<file path="config.mk">
export PLATFORM = sky130hd
export DESIGN_NAME = top_k_newest_insertion
export DESIGN_NICKNAME = d
export VERILOG_FILES = /design/src/hw/rtl/tkn_pkg.sv /design/src/hw/rtl/tkn_front.sv /design/src/hw/rtl/tkn_back.sv /design/src/hw/rtl/top_k_newest_insertion.sv
export SDC_FILE = /design/constraint.sdc
export NUM_CORES = 2
export LEC_CHECK = 0
export BUFFER_PORTS_ARGS = -buffer_cell sky130_fd_sc_hd__buf_2
export CAP_MARGIN = 0
export CORE_MARGIN = 1
export CORE_UTILIZATION = 57
export DETAILED_ROUTE_END_ITERATION = 12
export HOLD_SLACK_MARGIN = 0.12
export PLACE_DENSITY = 0.78
export SKIP_LAST_GASP = 1
export SYNTH_ARGS = -nofsm -noshare
export SYNTH_HDL_FRONTEND = slang
export SYNTH_SLANG_ARGS = --single-unit
</file>
<file path="constraint.sdc">
create_clock -name clk -period 19.75 [get_ports clk]
set_input_delay 3.95 -clock clk [delete_from_list [all_inputs] [get_ports clk]]
set_output_delay 3.95 -clock clk [all_outputs]
set_load 0.02 [all_outputs]
</file>
<file path="src/hw/rtl/tkn_pkg.sv">
`timescale 1ns / 1ps
// Package for the newest-entries list: item types, queue entry type and fixed widths.
// Used by every module of the block; depends on nothing.
package tkn_pkg;

  localparam int LIST_SIZE_W     = 4;
  localparam int RANK_W          = 3;
  localparam int STAMP_W         = 16;
  localparam int KEY_W           = 2 * STAMP_W;
  localparam int NAME_W          = 64;
  localparam int SIZE_W          = 64;
  localparam logic [LIST_SIZE_W-1:0] LIST_SIZE_RESET = 4'd8;

  typedef struct packed {
    logic              has_candidate;
    logic              finish;
    logic [STAMP_W-1:0] created_date;
    logic [STAMP_W-1:0] created_time;
    logic [NAME_W-1:0]  name_key;
    logic [SIZE_W-1:0]  size_bytes;
  } tkn_in_t;

  typedef struct packed {
    logic              entry_valid;
    logic [RANK_W-1:0] rank;
    logic [KEY_W-1:0]  entry_created;
    logic [NAME_W-1:0] entry_name_key;
    logic [SIZE_W-1:0] entry_size;
    logic              last_entry;
  } tkn_out_t;

  typedef struct packed {
    logic              ins;
    logic              fin;
    logic [KEY_W-1:0]  key;
    logic [NAME_W-1:0] name;
    logic [SIZE_W-1:0] size;
  } tkn_op_t;

  typedef struct packed {
    logic    valid;
    tkn_op_t op;
  } tkn_q_head_t;

endpackage

</file>
<file path="src/hw/rtl/tkn_front.sv">
`timescale 1ns / 1ps
// Front part: accepts items, classifies them into insert and finish operations
// and holds them in a two-entry queue. Depends on tkn_pkg.
module tkn_front import tkn_pkg::*; (
  input  logic        clk,
  input  logic        rst_n,
  input  logic        start,
  output logic        busy,
  input  tkn_in_t     in_item,
  output tkn_q_head_t head,
  input  logic        pop
);

  tkn_op_t     q_op_r [2];
  logic        wr_ptr_r, wr_ptr_nxt;
  logic        rd_ptr_r, rd_ptr_nxt;
  logic [1:0]  count_r, count_nxt;
  logic        accept;
  logic        push;
  logic        do_pop;
  tkn_op_t     op_new;

  assign busy   = (count_r == 2'd2);
  assign accept = start && !busy;

  // An item with neither a candidate nor a finish changes nothing, so it is not queued.
  assign push   = accept && (in_item.has_candidate || in_item.finish);
  assign do_pop = pop && (count_r != 2'd0);

  always_comb begin
    op_new.ins  = in_item.has_candidate;
    op_new.fin  = in_item.finish;
    op_new.key  = {in_item.created_date, in_item.created_time};
    op_new.name = in_item.name_key;
    op_new.size = in_item.size_bytes;
  end

  always_comb begin
    wr_ptr_nxt = push ? ~wr_ptr_r : wr_ptr_r;
    rd_ptr_nxt = do_pop ? ~rd_ptr_r : rd_ptr_r;
    count_nxt  = count_r + {1'b0, push} - {1'b0, do_pop};
  end

  always_ff @(posedge clk) begin
    if (!rst_n) begin
      wr_ptr_r <= 1'b0;
      rd_ptr_r <= 1'b0;
      count_r  <= 2'd0;
    end else begin
      wr_ptr_r <= wr_ptr_nxt;
      rd_ptr_r <= rd_ptr_nxt;
      count_r  <= count_nxt;
    end
  end

  always_ff @(posedge clk) begin
    if (push) begin
      q_op_r[wr_ptr_r] <= op_new;
    end
  end

  assign head.valid = (count_r != 2'd0);
  assign head.op    = q_op_r[rd_ptr_r];

endmodule

</file>
<file path="src/hw/rtl/tkn_back.sv">
`timescale 1ns / 1ps
// Back part: the sorted list with parallel compare-and-shift insertion, and the
// emission of the list one item per cycle on a finish. Depends on tkn_pkg.
module tkn_back import tkn_pkg::*; #(
  parameter int MAX_ENTRIES = 8
) (
  input  logic                   clk,
  input  logic                   rst_n,
  input  logic [LIST_SIZE_W-1:0] list_size,
  input  tkn_q_head_t            head,
  output logic                   pop,
  output logic                   out_valid,
  output tkn_out_t               out_item
);

  localparam int CNT_W = $clog2(MAX_ENTRIES + 1);
  localparam int CAP_W = (CNT_W > LIST_SIZE_W) ? CNT_W : LIST_SIZE_W;

  typedef enum logic {ST_IDLE, ST_EMIT} state_t;

  state_t            state_r, state_nxt;
  logic [CNT_W-1:0]  filled_r, filled_nxt;
  logic [CNT_W-1:0]  rank_cnt_r, rank_cnt_nxt;
  logic              out_valid_r, out_valid_nxt;
  tkn_out_t          out_item_r, out_item_nxt;

  logic [KEY_W-1:0]  slot_key_r  [MAX_ENTRIES];
  logic [NAME_W-1:0] slot_name_r [MAX_ENTRIES];
  logic [SIZE_W-1:0] slot_size_r [MAX_ENTRIES];
  logic [KEY_W-1:0]  slot_key_nxt  [MAX_ENTRIES];
  logic [NAME_W-1:0] slot_name_nxt [MAX_ENTRIES];
  logic [SIZE_W-1:0] slot_size_nxt [MAX_ENTRIES];

  logic [CNT_W-1:0]       cap;
  logic [MAX_ENTRIES-1:0] ahead;
  logic [MAX_ENTRIES-1:0] ge;
  logic [MAX_ENTRIES-1:0] below;
  logic [MAX_ENTRIES-1:0] ins_at;
  logic [MAX_ENTRIES-1:0] shift_at;
  logic                   do_ins;

  always_comb begin
    if (CAP_W'(list_size) > CAP_W'(MAX_ENTRIES)) begin
      cap = CNT_W'(MAX_ENTRIES);
    end else begin
      cap = CNT_W'(list_size);
    end
  end

  // The list stays sorted, so the entries the candidate ranks ahead of form a
  // tail; together with the unused slots that gives a thermometer code.
  always_comb begin
    for (int i = 0; i < MAX_ENTRIES; i++) begin
      ahead[i] = (head.op.key > slot_key_r[i]) ||
                 ((head.op.key == slot_key_r[i]) && (head.op.name > slot_name_r[i]));
      ge[i]    = (CNT_W'(i) >= filled_r) || ahead[i];
      below[i] = (CNT_W'(i) < cap);
    end
    for (int i = 0; i < MAX_ENTRIES; i++) begin
      if (i == 0) begin
        ins_at[i]   = ge[i] && below[i];
        shift_at[i] = 1'b0;
      end else begin
        ins_at[i]   = ge[i] && !ge[i-1] && below[i];
        shift_at[i] = ge[i-1] && below[i] && (CNT_W'(i) <= filled_r);
      end
    end
    do_ins = |(ge & below);
  end

  assign pop = (state_r == ST_IDLE) && head.valid;

  always_comb begin
    state_nxt     = state_r;
    filled_nxt    = filled_r;
    rank_cnt_nxt  = rank_cnt_r;
    out_valid_nxt = 1'b0;
    out_item_nxt  = out_item_r;
    for (int i = 0; i < MAX_ENTRIES; i++) begin
      slot_key_nxt[i]  = slot_key_r[i];
      slot_name_nxt[i] = slot_name_r[i];
      slot_size_nxt[i] = slot_size_r[i];
    end
    case (state_r)
      ST_IDLE: begin
        if (pop) begin
          if (head.op.ins && do_ins) begin
            for (int i = 0; i < MAX_ENTRIES; i++) begin
              if (ins_at[i]) begin
                slot_key_nxt[i]  = head.op.key;
                slot_name_nxt[i] = head.op.name;
                slot_size_nxt[i] = head.op.size;
              end else if (shift_at[i] && (i > 0)) begin
                slot_key_nxt[i]  = slot_key_r[i-1];
                slot_name_nxt[i] = slot_name_r[i-1];
                slot_size_nxt[i] = slot_size_r[i-1];
              end
            end
            if (filled_r < cap) begin
              filled_nxt = filled_r + CNT_W'(1);
            end
          end
          if (head.op.fin) begin
            state_nxt    = ST_EMIT;
            rank_cnt_nxt = '0;
          end
        end
      end
      ST_EMIT: begin
        out_valid_nxt = 1'b1;
        if (filled_r == '0) begin
          out_item_nxt = '0;
          out_item_nxt.last_entry = 1'b1;
          state_nxt = ST_IDLE;
        end else begin
          // The head slot goes out and the rest of the list moves up by one.
          out_item_nxt.entry_valid    = 1'b1;
          out_item_nxt.rank           = RANK_W'(rank_cnt_r);
          out_item_nxt.entry_created  = slot_key_r[0];
          out_item_nxt.entry_name_key = slot_name_r[0];
          out_item_nxt.entry_size     = slot_size_r[0];
          out_item_nxt.last_entry     = (filled_r == CNT_W'(1));
          for (int i = 0; i < MAX_ENTRIES - 1; i++) begin
            slot_key_nxt[i]  = slot_key_r[i+1];
            slot_name_nxt[i] = slot_name_r[i+1];
            slot_size_nxt[i] = slot_size_r[i+1];
          end
          filled_nxt   = filled_r - CNT_W'(1);
          rank_cnt_nxt = rank_cnt_r + CNT_W'(1);
          if (filled_r == CNT_W'(1)) begin
            state_nxt = ST_IDLE;
          end
        end
      end
      default: begin
        state_nxt = ST_IDLE;
      end
    endcase
  end

  always_ff @(posedge clk) begin
    if (!rst_n) begin
      state_r     <= ST_IDLE;
      filled_r    <= '0;
      rank_cnt_r  <= '0;
      out_valid_r <= 1'b0;
    end else begin
      state_r     <= state_nxt;
      filled_r    <= filled_nxt;
      rank_cnt_r  <= rank_cnt_nxt;
      out_valid_r <= out_valid_nxt;
    end
    out_item_r <= out_item_nxt;
    for (int i = 0; i < MAX_ENTRIES; i++) begin
      slot_key_r[i]  <= slot_key_nxt[i];
      slot_name_r[i] <= slot_name_nxt[i];
      slot_size_r[i] <= slot_size_nxt[i];
    end
  end

  assign out_valid = out_valid_r;
  assign out_item  = out_item_r;

endmodule

</file>
<file path="src/hw/rtl/top_k_newest_insertion.sv">
`timescale 1ns / 1ps
// Top level of the newest-entries list: configuration register, front queue and back list.
// Depends on tkn_pkg, tkn_front and tkn_back.
//
// The block keeps the newest files of a scan sorted newest first. An item is taken
// whenever start is high and busy is low; busy rises only when the two-item queue
// between the front and the back is full. The back takes one queued item per cycle
// while idle; a finish makes it shift the list out entry by entry, or show the empty
// marker, and it takes no queued item meanwhile. Results appear with out_valid high for
// exactly one cycle each and cannot be held off, so the receiver must take every one.
// The list size register should only be written while no item is in flight.
module top_k_newest_insertion import tkn_pkg::*; #(
  parameter int MAX_ENTRIES = 8
) (
  input  logic                   clk,
  input  logic                   rst_n,
  input  logic                   start,
  output logic                   busy,
  input  tkn_in_t                in_item,
  output logic                   out_valid,
  output tkn_out_t               out_item,
  input  logic                   cfg_we,
  input  logic [LIST_SIZE_W-1:0] cfg_wdata
);

  logic [LIST_SIZE_W-1:0] list_size_r, list_size_nxt;
  tkn_q_head_t            head;
  logic                   pop;

  assign list_size_nxt = cfg_we ? cfg_wdata : list_size_r;

  always_ff @(posedge clk) begin
    if (!rst_n) begin
      list_size_r <= LIST_SIZE_RESET;
    end else begin
      list_size_r <= list_size_nxt;
    end
  end

  tkn_front u_front (
    .clk     (clk),
    .rst_n   (rst_n),
    .start   (start),
    .busy    (busy),
    .in_item (in_item),
    .head    (head),
    .pop     (pop)
  );

  tkn_back #(
    .MAX_ENTRIES (MAX_ENTRIES)
  ) u_back (
    .clk       (clk),
    .rst_n     (rst_n),
    .list_size (list_size_r),
    .head      (head),
    .pop       (pop),
    .out_valid (out_valid),
    .out_item  (out_item)
  );

endmodule

</file>
Word-level counts from Yosys, hierarchy flattened
Memories as Yosys holds them, arrays and structs flattened. A register that Yosys moved wholly into a read port is not among the register bits.
Cells that the tools add are included.
Widths: inputs -> output; s select.
{"block": "op_classes", "reduce_logical": 72, "addsub": 5, "muxes": 81, "n_eq_ne": 15, "n_lt_le_gt_ge": 41, "bitwise_logic": 4}
{"cell": "$mux 512", "n": 4}
{"cell": "$mux 64", "n": 32}
{"cell": "$pmux 448 s2", "n": 2}
{"cell": "$mux 448", "n": 2}
{"cell": "$gt 64x64->1", "n": 8}
{"cell": "$mux 256", "n": 2}
{"cell": "$mux 32", "n": 16}
{"cell": "$pmux 224 s2", "n": 1}
{"cell": "$eq 32x32->1", "n": 8}
{"cell": "$gt 32x32->1", "n": 8}
{"cell": "$mux 224", "n": 1}
{"cell": "$mux 165", "n": 1}
{"cell": "$logic_and 1x1->1", "n": 42}
{"cell": "$mux 4", "n": 8}
{"cell": "$logic_or 1x1->1", "n": 17}
{"cell": "$ge 3x4->1 const A", "n": 4}
{"cell": "$le 3x4->1 const A", "n": 4}
{"cell": "$lt 3x4->1 const A", "n": 4}
{"cell": "$pmux 4 s2", "n": 2}
{"cell": "$ne 2x2->1 const B", "n": 5}
{"cell": "$mux 1", "n": 9}
{"cell": "$add 4x1->4 const B", "n": 2}
{"cell": "$and 8x8->8", "n": 1}
{"cell": "$ge 1x4->1 const A", "n": 2}
{"cell": "20 further kinds", "n": 33}
{"block": "word_totals", "inputBits": 170, "mem_bits_rw": 1604, "ff_bits": 183, "memories": 4}
{"name": "u_back.slot_name_r", "depth": 8, "width": 64, "rd": 8, "rd_ports_with_merged_regs": 0, "wr": 8, "line_no": "tkn_back.sv:28", "text": "logic [NAME_W-1:0] slot_name_r [MAX_ENTRIES];"}
{"name": "u_back.slot_size_r", "depth": 8, "width": 64, "rd": 8, "rd_ports_with_merged_regs": 0, "wr": 8, "line_no": "tkn_back.sv:29", "text": "logic [SIZE_W-1:0] slot_size_r [MAX_ENTRIES];"}
{"name": "u_front.q_op_r", "depth": 2, "width": 162, "rd": 1, "rd_ports_with_merged_regs": 1, "wr": 1, "line_no": "tkn_front.sv:14", "text": "tkn_op_t q_op_r [2];"}
{"name": "u_back.slot_key_r", "depth": 8, "width": 32, "rd": 8, "rd_ports_with_merged_regs": 0, "wr": 8, "line_no": "tkn_back.sv:27", "text": "logic [KEY_W-1:0] slot_key_r [MAX_ENTRIES];"}

Longest topological paths before layout
An unclocked memory read counts as a cell.
{"block": "depth", "depth_word": 12, "ltp_mapped": 20, "ltp_nobuf": 14}

Hierarchy
Synthesis repeated with hierarchy kept, for this count alone.
{"block": "unflattened", "cells_unflattened": 8357, "area_unflattened_um2": 99242.7}
{"module": "tkn_back", "n_inst": 1, "cells_each": 7812, "seq_area_each_um2": 43571.8, "area_each_um2": 86843.3}
{"module": "tkn_front", "n_inst": 1, "cells_each": 532, "seq_area_each_um2": 9829.4, "area_each_um2": 12251.8}
{"module": "top_k_newest_insertion", "n_inst": 1, "cells_each": 13, "seq_area_each_um2": 80.1, "area_each_um2": 147.6}

Least setup slack after synthesis
OpenSTA, ideal clock, no wires.
{"block": "synth_timing", "path_kind": "reg2reg", "from": "register with a tool-made name", "to": "memory u_back.slot_key_r[1][32] (netlist bit), enable pin", "n_path_buf": 5, "arrival_time_ns": 15.806, "path_stages_with_launch": 18, "setup_time_ns": 0.914, "period_less_slack_ns": 16.720, "path_slack_ns": 3.030, "cell_sequence": "dfxtp_1 clkbuf_1 buf_2 clkbuf_1 mux2i_1 inv_1 ha_1 nand4_1 or3_1 a21oi_1 nor3_1 o41ai_1 a221oi_2 a21oi_1 o41ai_4 buf_2 buf_2 o31ai_1"}
{"item": "end: declaration", "line_no": "tkn_back.sv:27"}

==> qor.tcl <==
set qor(synth_top_cells_by_area) {sky130_fd_sc_hd__edfxtp_1 (54%), sky130_fd_sc_hd__ha_1 (9.8%), sky130_fd_sc_hd__nand2_1 (6.9%)}
set qor(worst_setup_path_end_kind) {flip-flop}
set qor(cts_hold_buffers) 0
set qor(clock_tree_from_tritoncts) {built}
set qor(grt_util_all_layers) 0.3308
set qor(clk_pin_slew_worst_paths_ps) 60
set qor(fp_rows) 152
set qor(finalClockSkew_ps) 95.36
set qor(synth_most_common_cell) {sky130_fd_sc_hd__nand2_1}
set qor(crit_fanout) 252
set qor(syn-mean-instance-area_sq_um) 9.926
set qor(drc) 0
set qor(globalplace.congestion) 0.9796
set qor(rsz_0062_raised_after_global_routing) {false}
set qor(floorplan.die_area_sq_mm) 0.1758
set qor(vdd.ir_drop.worst_mv) 0.2034
set qor(io_pins) 337
set qor(worst_slew_pin_slew_ps) 1333
set qor(ctsRootBufferMaster) {sky130_fd_sc_hd__clkbuf_16}
set qor(power.density_mw_per_mm2) 129.8
set qor(fp.coreArea_sq_mm) 0.1723
set qor(tns_ps) 0
set qor(worstSetupPathType) {reg2reg}
set qor(synth_largest_type_area_fraction) 0.5352
set qor(finalPower_mw) 14.18
set qor(clock.fmax_mhz) 97.48
set qor(grt_overflow) 0
set qor(cts-root-to-sink-buffers) 3
set qor(grt_max_degree) 253
set qor(run_status) {complete, no violations}
set qor(timing.final.hold_violations) 0
set qor(final.setup.worst_slack_ps) 9491
set qor(final.hold.worst_slack_ps) 526.4
set qor(cts_inserted_buffers) 189
set qor(htree_num_levels) 4
set qor(post_drt_wl_per_cell_um) 23.61
set qor(max-cap-violations) 0
set qor(synthesized_nets) 10947
set qor(critical_path_required_ps) 20310
set qor(timing.final.crit_share) 0.5194
set qor(cts_resized) 0
set qor(synth-async-reset-ratio) 0
set qor(holdCritPathClass) {reg2reg}
set qor(yosysUniqueCellTypes) 79
set qor(final-max-slew-violation-count) 0
set qor(initial_core_util) 0.5760
set qor(finalSetupViolCount) 0
set qor(vias_per_cell) 6.220
set qor(area_of_placed_instances_sq_mm) 0.1027
set qor(antenna_found_initial) 21
set qor(routed-via-count) 78137
set qor(postSynthCellCount) 9999
set qor(maxSlewHeadroom) 0.1032
set qor(initialDrtViolationCount) 9804
set qor(finish.instance_area_sq_mm) 0.1092
set qor(p_leak_nw) 41.76
set qor(drt.antenna.violating_nets) 0
set qor(ys_seq_elements) 1787
set qor(post_route_cells_drive_above_1_share) 0.07925
set qor(die_width_um) 419.3
set qor(synth.yosys.seq_area_share) 0.5389
set qor(dpl.hpwl_mm) 187.8
set qor(routed_wl_mm) 296.6
set qor(finalWorstPathRequiredPeriod_ps) 10260
set qor(port_buffers) 336
set qor(cts_setup_buffers) 0
set qor(synth-edff-count) 1769
set qor(yosys-top-cells-count) {sky130_fd_sc_hd__nand2_1 (1822), sky130_fd_sc_hd__edfxtp_1 (1769), sky130_fd_sc_hd__o21ai_0 (1254), sky130_fd_sc_hd__inv_1 (881), sky130_fd_sc_hd__ha_1 (778)}
set qor(ys.flop_type) {sky130_fd_sc_hd__edfxtp_1}
set qor(mappedNetlistArea_sq_mm) 0.09925
set qor(nFillCells) 13653
set qor(critPathLaunchType) {flip-flop}
set qor(dr.pass1.iters) 9
set qor(critical_path_arrival_ps) 10820
set qor(place_ws_ps) 9816
set qor(num-nets-final) 11034
set qor(grt_first_pass_wirelength_mm) 447.6
set qor(synth.yosys.warnings) 0
set qor(numClockSinks) 1787
set qor(synth_top_area_cell) {sky130_fd_sc_hd__edfxtp_1}
set qor(clock_insertion_delay_at_the_later_pin_of_the_skew_report_ps) 890
set qor(area.growth.synth_to_final_pct) 10.04
set qor(die_height_um) 419.3
set qor(via_count_of_the_first_global_routing_pass) 76510
## routing by layer
layer,vias to the layer above,wire length (um),global-route usage
met2,4215,137900,0.5298
met1,37601,116700,0.4333
met3,725,25650,0.05192
met4,24,16190,0.1766
met5,-,156,0
li1,35572,-,-
## logic make-up after synthesis
| group | synth area share |
|---|---|
| XOR/XNOR | 0.0003531 |
| flip-flops | 0.5389 |
| adder cells (fa/ha/maj) | 0.09808 |
| AO/OA/AOI/OAI | 0.1464 |
| AND/OR/NAND/NOR | 0.1205 |
| multiplexers | 0.04038 |
| buffers and inverters | 0.05547 |
## critical path, cell delays in order (launching register included)
cell and delay, ps:
sky130_fd_sc_hd__dfxtp_4 610, sky130_fd_sc_hd__buf_4 710, sky130_fd_sc_hd__mux2i_1 800, sky130_fd_sc_hd__inv_1 470, sky130_fd_sc_hd__ha_1 440, sky130_fd_sc_hd__nand4_1 290, sky130_fd_sc_hd__nor2_1 90, sky130_fd_sc_hd__a221oi_1 1040
sky130_fd_sc_hd__a21oi_1 190, sky130_fd_sc_hd__or4b_1 620, sky130_fd_sc_hd__a221oi_2 620, sky130_fd_sc_hd__a21oi_1 260, sky130_fd_sc_hd__o41ai_4 720, sky130_fd_sc_hd__buf_12 760, sky130_fd_sc_hd__buf_4 920, sky130_fd_sc_hd__buf_12 660
sky130_fd_sc_hd__o21ai_0 270
## worst paths after layout
kind                                   startpoint                                    to  slack (ps)  depth (start not counted)
max                                     flip-flop  u_back.slot_size_r[1][123]$_DFFE_PP_        9490                         16
min          u_back.slot_size_r[0][155]$_DFFE_PP_   u_back.slot_size_r[0][91]$_DFFE_PP_         530                          2
max reg2reg                             flip-flop  u_back.slot_size_r[1][123]$_DFFE_PP_        9490                         16
min reg2reg  u_back.slot_size_r[0][155]$_DFFE_PP_   u_back.slot_size_r[0][91]$_DFFE_PP_         530                          2
## stage by stage
stage	util	instances
floorplan	-	9999
global placement	0.5958	12205
detailed placement	0.5958	12205
CTS	0.6337	12556
global route	0.6338	12562
finish	0.6338	12563
## area by class of cell
cell class	count	area, sq um	share of cell area
Timing Repair Buffer	427	2527	0.02314
Multi-Input combinational cell	6798	40430	0.3702
Antenna cell	7	17.52	0.0001604
Tap cell	2310	2890	0.02647
Inverter	883	3314	0.03035
Clock inverter	129	1678	0.01536
Sequential cell	1787	53490	0.4898
Clock buffer	222	4863	0.04453
## flip-flops by register name (all words and copies together), names as in the netlist, named ones only
| register | cells |
|---|---|
| u_back.slot_key_r | 256 |
| u_front.count_r | 2 |
| u_front.rd_ptr_r | 1 |
| list_size_r | 4 |
| u_back.out_item | 165 |
| u_back.state_r | 1 |
| u_back.slot_size_r | 512 |
| u_back.filled_r | 4 |
| u_back.slot_name_r | 512 |
| u_back.out_valid | 1 |
| u_front.wr_ptr_r | 1 |
| u_front.q_op_r | 324 |
| u_back.rank_cnt_r | 3 |
## where the power goes
part / leakage, nW / internal, mW / switching, mW
clock: 3.12 / 2.13 / 1.63
sequential: 16.5 / 5.06 / 0.289
combinational: 22.1 / 1.49 / 3.58
## cells in the final DEF (no fill, tap or decap), types with 31 or more instances in the layout
cell,count
sky130_fd_sc_hd__a21o_1,107
sky130_fd_sc_hd__a21oi_1,707
sky130_fd_sc_hd__and2_1,78
sky130_fd_sc_hd__buf_2,336
sky130_fd_sc_hd__buf_4,78
sky130_fd_sc_hd__clkbuf_1,32
sky130_fd_sc_hd__clkbuf_16,189
sky130_fd_sc_hd__clkinv_1,37
sky130_fd_sc_hd__clkinv_2,32
sky130_fd_sc_hd__edfxtp_1,1769
sky130_fd_sc_hd__ha_1,778
sky130_fd_sc_hd__inv_1,880
sky130_fd_sc_hd__mux2_2,67
sky130_fd_sc_hd__mux2i_1,325
sky130_fd_sc_hd__nand2_1,1822
sky130_fd_sc_hd__nand3_1,70
sky130_fd_sc_hd__nand4_1,166
sky130_fd_sc_hd__nor2_1,576
sky130_fd_sc_hd__nor2b_1,34
sky130_fd_sc_hd__nor3_1,35
sky130_fd_sc_hd__nor4_1,31
sky130_fd_sc_hd__o21ai_0,1251
sky130_fd_sc_hd__o21ai_1,518
Note: power is estimated with default switching activity, not from simulation.
